<file path="config.mk">
export PLATFORM = sky130hd
export DESIGN_NAME = tpt_back
export DESIGN_NICKNAME = d
export VERILOG_FILES = /design/src/tpt_pkg.sv /design/src/tpt_back.sv
export SDC_FILE = /design/constraint.sdc
export NUM_CORES = 1
export LEC_CHECK = 0
export BUFFER_PORTS_ARGS = -buffer_cell sky130_fd_sc_hd__buf_2
export CAP_MARGIN = 20
export CORE_MARGIN = 4
export CORE_UTILIZATION = 40
export DETAILED_ROUTE_END_ITERATION = 10
export GPL_TIMING_DRIVEN = 0
export PLACE_DENSITY_LB_ADDON = 0.05
export SLEW_MARGIN = 10
export SYNTH_ARGS = -nofsm -noshare
export SYNTH_HDL_FRONTEND = slang
export SYNTH_SLANG_ARGS = --single-unit
</file>
<file path="constraint.sdc">
create_clock -name clk_i -period 6.8 [get_ports clk_i]
set_input_delay 0.68 -clock clk_i [delete_from_list [all_inputs] [get_ports clk_i]]
set_output_delay 0.68 -clock clk_i [all_outputs]
set_load 0.01 [all_outputs]
</file>
<file path="src/tpt_pkg.sv">
// ----------------------------------------------------------------------------
// tpt_pkg
// Shared defaults and latency figure for the trapezoid profile timing block.
// ----------------------------------------------------------------------------
package tpt_pkg;

  localparam int unsigned WordWidthDef = 32;
  localparam int unsigned FracBitsDef  = 16;

  // start-to-strobe latency: front end, root, root alignment, dividers, back end
  function automatic int unsigned tpt_latency(int unsigned w, int unsigned f);
    return 3 * w - f + 8;
  endfunction

endpackage

</file>
<file path="src/tpt_back.sv">
// ----------------------------------------------------------------------------
// tpt_back
// Clipping of the phase times and peak, then the signed total: two stages.
// ----------------------------------------------------------------------------
module tpt_back import tpt_pkg::*; #(
  parameter int unsigned WORD_WIDTH = WordWidthDef
) (
  input  logic                  clk_i,
  input  logic                  rst_ni,
  input  logic                  valid_i,
  input  logic [WORD_WIDTH-1:0] quo_a_i,
  input  logic                  ovf_a_i,
  input  logic                  neg_a_i,
  input  logic [WORD_WIDTH-1:0] quo_b_i,
  input  logic                  ovf_b_i,
  input  logic                  neg_b_i,
  input  logic [WORD_WIDTH-1:0] quo_c_i,
  input  logic                  ovf_c_i,
  input  logic                  tri_i,
  input  logic [WORD_WIDTH-1:0] root_i,
  input  logic [WORD_WIDTH-2:0] limit_i,
  output logic                  valid_o,
  output logic                  is_triangular_o,
  output logic [WORD_WIDTH-2:0] peak_speed_o,
  output logic [WORD_WIDTH-1:0] accel_time_o,
  output logic [WORD_WIDTH-1:0] decel_time_o,
  output logic [WORD_WIDTH-2:0] cruise_time_o,
  output logic [WORD_WIDTH-1:0] total_time_o,
  output logic                  saturated_o
);

  localparam int unsigned W = WORD_WIDTH;
  localparam logic [W-1:0] PosMax = {1'b0, {(W-1){1'b1}}};
  localparam logic [W-1:0] NegMag = {1'b1, {(W-1){1'b0}}};

  // stage 1
  logic [W-1:0] lim_a, lim_b, mag_a, mag_b;
  logic         clip_a, clip_b, clip_c, clip_p;
  logic [W-2:0] cruise, peak;

  logic         valid1_q, tri1_q, sat1_q, neg_a1_q, neg_b1_q;
  logic [W-1:0] mag_a1_q, mag_b1_q;
  logic [W-2:0] cruise1_q, peak1_q;

  // stage 2
  logic [W+1:0]        pos, negs;
  logic signed [W+2:0] tsum, hi_lim, lo_lim;
  logic [W-1:0]        total;
  logic                clip_t;

  logic         valid2_q, tri2_q, sat2_q;
  logic [W-2:0] peak2_q, cruise2_q;
  logic [W-1:0] accel2_q, decel2_q, total2_q;

  always_comb begin
    lim_a  = neg_a_i ? NegMag : PosMax;
    lim_b  = neg_b_i ? NegMag : PosMax;
    clip_a = ovf_a_i || (quo_a_i > lim_a);
    clip_b = ovf_b_i || (quo_b_i > lim_b);
    mag_a  = clip_a ? lim_a : quo_a_i;
    mag_b  = clip_b ? lim_b : quo_b_i;
    clip_c = ovf_c_i || quo_c_i[W-1];
    cruise = clip_c ? PosMax[W-2:0] : quo_c_i[W-2:0];
    clip_p = tri_i && root_i[W-1];
    if (!tri_i) begin
      peak = limit_i;
    end else if (clip_p) begin
      peak = PosMax[W-2:0];
    end else begin
      peak = root_i[W-2:0];
    end
  end

  always_comb begin
    pos    = (W+2)'(cruise1_q) + (neg_a1_q ? '0 : (W+2)'(mag_a1_q))
           + (neg_b1_q ? '0 : (W+2)'(mag_b1_q));
    negs   = (neg_a1_q ? (W+2)'(mag_a1_q) : '0) + (neg_b1_q ? (W+2)'(mag_b1_q) : '0);
    tsum   = $signed({1'b0, pos}) - $signed({1'b0, negs});
    hi_lim = $signed({3'b000, PosMax});
    lo_lim = -$signed({3'b000, NegMag});
    clip_t = 1'b0;
    priority if (tsum > hi_lim) begin
      total  = PosMax;
      clip_t = 1'b1;
    end else if (tsum < lo_lim) begin
      total  = NegMag;
      clip_t = 1'b1;
    end else begin
      total  = tsum[W-1:0];
    end
  end

  always_ff @(posedge clk_i or negedge rst_ni) begin
    if (!rst_ni) begin
      valid1_q <= 1'b0;
      valid2_q <= 1'b0;
    end else begin
      valid1_q <= valid_i;
      valid2_q <= valid1_q;
    end
  end

  always_ff @(posedge clk_i) begin
    tri1_q    <= tri_i;
    sat1_q    <= clip_a | clip_b | clip_c | clip_p;
    mag_a1_q  <= mag_a;
    mag_b1_q  <= mag_b;
    neg_a1_q  <= neg_a_i && (mag_a != '0);
    neg_b1_q  <= neg_b_i && (mag_b != '0);
    cruise1_q <= cruise;
    peak1_q   <= peak;

    tri2_q    <= tri1_q;
    sat2_q    <= sat1_q | clip_t;
    peak2_q   <= peak1_q;
    cruise2_q <= cruise1_q;
    accel2_q  <= neg_a1_q ? (W'(0) - mag_a1_q) : mag_a1_q;
    decel2_q  <= neg_b1_q ? (W'(0) - mag_b1_q) : mag_b1_q;
    total2_q  <= total;
  end

  assign valid_o         = valid2_q;
  assign is_triangular_o = tri2_q;
  assign peak_speed_o    = peak2_q;
  assign accel_time_o    = accel2_q;
  assign decel_time_o    = decel2_q;
  assign cruise_time_o   = cruise2_q;
  assign total_time_o    = total2_q;
  assign saturated_o     = sat2_q;

endmodule

</file>
; ---- Yosys cells after proc, flatten, opt, wreduce, memory -nomap -nowiden
; Cells that the tools add are included.
[totals]
reg_bits = 292
inputBits = 168
output_inout_bits = 161
word_cells = 54
[classes]
add_sub_neg = 6
magnitude_cmp = 4
mux = 15
bitwise_logic = 4
reduce_logical = 8
[op_table]
columns = cell, count
row1 = 2-to-1 mux 32 bit, 11
row2 = > comparator 32 bit, 2
row3 = nonzero test 32 bit, 2
row4 = subtractor 1 x 32 -> 32 bit (first input constant), 2
row5 = 2-to-1 mux 31 bit, 2
row6 = > comparator 35 x 32 -> 1 bit (second input constant), 1
row7 = < comparator 35 x 32 -> 1 bit (second input constant), 1
row8 = subtractor 34 x 33 -> 35 bit, 1
row9 = adder 33 x 32 -> 34 bit, 1
row10 = adder 31 x 32 -> 33 bit, 1
row11 = adder 32 x 32 -> 33 bit, 1
row12 = bitwise OR 1 bit, 4
row13 = logical AND 1 bit, 3
row14 = logical OR 1 bit, 3
row15 = 2-to-1 mux 1 bit, 2

; ---- Logic depth before layout (Yosys ltp)
[logic_depth]
ltp_word = 8
ltp_mapped = 22
depth_no_buf = 20

; ---- Worst setup path before layout
; No wires, ideal clock.
[synth_timing]
kind = reg-to-reg
from = register neg_b1_q
to = register sat2_q, in the netlist saturated_o
setup_time_ns = 0.127
t_arrival_ns = 5.624
required_ns = 6.673
slack_ns = 1.049
path_stages_with_launch = 22
n_path_buf = 4
period_less_slack_ns = 5.751
cell_sequence = dfxtp_1 > clkbuf_1 > clkbuf_1 > buf_1 > nand2_1 > fa_1 > fa_1 > inv_1 > fa_1 > inv_1 > ha_1 > clkbuf_1 > nand3_1 > or4_1 > a21o_1 > and3b_1 > a21oi_1 > o21ai_1 > and2_1 > o31ai_1 > o221a_2 > or3b_1
[synth_via]
elab_chain_cells = 7
word_cells_on_any_way = 10
classes_between = add/sub (3) / order compare (2) / mux (4) / bitwise (1)
[synth_lines]
columns = item, line
row1 = "start, declared", tpt_back.sv:41  ; logic valid1_q, tri1_q, sat1_q, neg_a1_q, neg_b1_q;
row2 = "start signal, assigned", tpt_back.sv:109  ; neg_b1_q <= neg_b_i && (mag_b != '0);
row3 = "2-to-1 mux 32 bit, on equally long branches", "tpt_back.sv:76, tpt_back.sv:77"
row4 = adder 33 x 32 -> 34 bit / adder 32 x 32 -> 33 bit (equally long branches), "tpt_back.sv:76, tpt_back.sv:77"
row5 = subtractor 34 x 33 -> 35 bit (*), tpt_back.sv:78  ; tsum = $signed({1'b0, pos}) - $signed({1'b0, negs});
row6 = < comparator 35 x 32 -> 1 bit, tpt_back.sv:85  ; end else if (tsum < lo_lim) begin
row7 = 2-to-1 mux 1 bit, tpt_back.sv:85
row8 = 2-to-1 mux 1 bit (*), tpt_back.sv:82  ; priority if (tsum > hi_lim) begin
row9 = bitwise OR 1 bit (*), tpt_back.sv:114  ; sat2_q <= sat1_q | clip_t;
row10 = "end signal, assigned", tpt_back.sv:114
row11 = "end, declared", tpt_back.sv:51  ; logic valid2_q, tri2_q, sat2_q;
; Mark *: on every way between the ends. The rest lies on a longest branch, timed or not.
; A chain may end at the register's enable or synchronous reset.

; ---- Worst setup path in the final report
[layout_timing]
from = register neg_a1_q
to = register total2_q[25], in the netlist total_time_o[25]
[layout_via]
elab_chain_cells = 6
word_cells_on_any_way = 9
classes_between = add/sub (4) / order compare (2) / mux (3)
[layout_lines]
columns = item, line
row1 = "start, declared", tpt_back.sv:41
row2 = "start signal, assigned", tpt_back.sv:108  ; neg_a1_q <= neg_a_i && (mag_a != '0);
row3 = 2-to-1 mux 32 bit, tpt_back.sv:75  ; pos = (W+2)'(cruise1_q) + (neg_a1_q ? '0 : (W+2)'(mag_a1_q))
row4 = adder 31 x 32 -> 33 bit, tpt_back.sv:75
row5 = adder 33 x 32 -> 34 bit, tpt_back.sv:76  ; + (neg_b1_q ? '0 : (W+2)'(mag_b1_q));
row6 = subtractor 34 x 33 -> 35 bit (*), tpt_back.sv:78
row7 = < comparator 35 x 32 -> 1 bit, tpt_back.sv:85
row8 = 2-to-1 mux 32 bit, tpt_back.sv:85
row9 = "end signal, assigned", tpt_back.sv:119  ; total2_q <= total;
row10 = "end, declared", tpt_back.sv:53  ; logic [W-1:0] accel2_q, decel2_q, total2_q;
; Marks and branches as above.

==> impl_metrics.toml <==
[logic_synthesis]
synth_area_leader_cell = "dfxtp_1"
yosysSeqAreaShare_pct = 39.5
synth_edf_count = 0
yosysWarningCount = 0
ys_types = 67
syn_nets = 1818
synthCells = 1454
async_flop_share_pct = 0.685
synth.area.top_cells = "dfxtp_1 39%, fa_1 13%, ha_1 8.5%"
synth_flop_cell = "dfxtp_1"
synth_top_cell_area_share_pct = 39.1
synth-seq-cells = 292
syn-mean-instance-area_um2 = 10.2
syn_area_um2 = 14800

[floorplanning]
die_height_um = 201
num_io_pins = 329
coreArea_um2 = 36600
die-area_um2 = 40200
die_w_um = 201
initial_utilization_pct = 40.5
rows = 70

[timing]
hold_viol_final = 0
maxSlewHeadroom_pct = 39.1
period_needed_ns = 6.36
setup_viol_count_final = 0
fin_crit_sh_pct = 93.5
max_freq_mhz = 157
finalClockSkew_ns = 0.0155
finalMaxSlewViolations = 0
tightest_slew_ns = 0.901
rsz0062_at_grt = "no"
setup_tns_ns = 0

[critical_path]
critical_path_class = "reg -> reg"
crit_family = "adder cells"
start_kind = "flip-flop"
max_stage_delay_ns = 0.54
worstPathBufferInverterCount = 6
endpoint_kind = "flip-flop"
cp_slowest_cell = "fa_1"
cp_common_cell = "fa_1"
crit_chain = "clkbuf_2 -> clkbuf_2 -> nand2_1 -> fa_1 -> fa_1 -> inv_1 -> fa_1 -> inv_1 -> ha_1 -> clkbuf_1 -> a21oi_1 -> o21ai_0 -> nor3b_1 -> nand3_1 -> a311o_1 -> a41o_1 -> a221oi_1 -> xor2_1 -> o21a_1 -> buf_2 -> o21ai_0"
crit_fanout = 19
critPathArrivalTime_ns = 6.81
critical_path_required_ns = 7.24

[detailed_routing]
avgViaCountPerCell = 4.93
wl_per_cell_um = 19.7
dr.pass1.iters = 5
drt_iter0_drc = 417
met3_length_um = 3260
routed_wl_um = 45500
top_layer_used = "met5"
wirelength_met1_um = 20400
antenna_left = 0
dr_wl_met2_um = 20500
post-route-drc-count = 0
dr_total_vias = 11400

[hold_path]
worstHoldPathType = "in -> reg"

[outcome]
status = "completed"

[pwr]
leakagePower_uw = 0.00846
ir_drop_mv = 0.204
powerDensity_nw_per_um2 = 369

[clock_tree]
postCtsSetupBuffers = 0
cts.clk_slew.worst_paths_ns = 0.06
cts_buffers = 31
cts_buffer_depth = 3
worstSkewPairLatency_ns = 0.58
clock_sinks = 292
cts_tree = "built"
cts-htree-levels = 1
clockRootBuffer = "clkbuf_16"

[global_routing]
grt_pass1_wl_um = 69200
grt.overflow.total = 0
grt_max_degree = 34
first_global_vias = 12000
grt.total_usage_pct = 22.0
grt_antenna_before_repair = 8

[finish]
drive_gt1_share_pct = 24.3
areaGrowthSynthToFinish_pct = 23.1
final_cell_mix = "336 x buf_2, 289 x dfxtp_1, 137 x inv_1"
layout_commonest_cell = "buf_2"
final_core_util_pct = 49.9
nNetsFinal = 2179

[placed_design]
dp_hpwl_um = 37700
gp_congestion = 0.883
io_buffers = 328

[job]
maxCapViolations = 0
[path summary, 6_finish.rpt]
path	startpoint	slack, ns	depth (start not counted)	end
worst max-delay path	neg_a1_q	0.44	21	total_time_o[25]
max in group asynchronous	rst_ni	6.26	2	valid_o
worst max register to register	neg_a1_q	0.44	21	total_time_o[25]
worst min register to register	peak1_q[19]	0.32	0	peak_speed_o[19]
worst min-delay path	tri_i	0.22	1	tri1_q
min in group asynchronous	rst_ni	0.44	2	valid1_q
[cell families (layout without fill, tap and decap cells)]
| group | Yosys count | in the layout | synth area share (%) |
|---|---|---|---|
| mux | 33 | 33 | 2.49 |
| xor+xnor | 89 | 89 | 5.26 |
| fa+ha+maj | 196 | 196 | 21.3 |
| compound gates | 294 | 294 | 13.5 |
| other cells | 0 | 2 | 0 |
| buf+inv | 198 | 584 | 5.05 |
| simple gates | 352 | 352 | 12.9 |
| flops | 292 | 292 | 39.5 |
[layout make-up]
| type | instances | area, um^2 |
|---|---|---|
| diodes | 2 | 5.00 |
| plain buffers | 59 | 239 |
| clock buffers | 36 | 825 |
| clock inverters | 22 | 338 |
| fillers | 3558 | 18400 |
| inverters | 137 | 514 |
| multi-input cells | 964 | 8240 |
| flip-flops and latches | 292 | 5860 |
| well taps | 468 | 586 |
| repair buffers | 330 | 1660 |
[per-layer routing]
metal / vias up / track usage (%)
met3: 66 / 6.11
met1: 5297 / 29.0
met4: 10 / 6.05
met2: 318 / 35.8
met5: - / 0
li1: 5687 / -
[registers in the layout, summed over array words and instances, names as in the netlist, 31 cells and up]
signal,cells
decel_time_o,32
total_time_o,32
peak1_q,31
cruise1_q,31
peak_speed_o,31
mag_b1_q,32
mag_a1_q,32
accel_time_o,32
cruise_time_o,31
[metrics by stage]
step	instances	hold WS [ns]	setup WS [ns]	area, um^2	total power (uW)
6_report	2310	0.219	0.439	18300	6740
5_1_grt	2309	0.195	0.0312	18300	7260
4_1_cts	2308	0.184	0.0307	18200	6810
3_5_place_dp	2250	0.312	-0.393	17100	4890
3_3_place_gp	2250	0.310	-0.341	17100	4860
2_1_floorplan	1454	0.310	1.05	14800	4050
[repair_timing]
| action | in CTS | in global routing |
|---|---|---|
| setup endpoints to repair | 32 | 32 |
| endpoints found under the hold margin | 2 | 0 |
| resized for setup | 6 | 9 |
| hold buffers | 1 | 0 |
[where the power goes]
group	internal (uW)	leakage [uW]	switching (uW)	total (uW)
clock	1180	0.000569	715	1890
sequential	1960	0.00245	153	2110
combinational	1160	0.00544	1580	2740
total	4290	0.00846	2450	6740
[synthesized netlist by cell type, drive strengths merged, types with 15 or more instances]
cell and count:
nor2 25, nand4 21, nand3 19, nor2b 37, fa 95, nor4 24, xor2 23, mux2 31
a21o 80, xnor2 66, or3 40, o21ai 71, nand2 103, o22a 31, nand2b 41, dfxtp 290
o31ai 15, inv 137, a21oi 50, clkbuf 51, ha 101
Power figures use the tool's default switching activity.
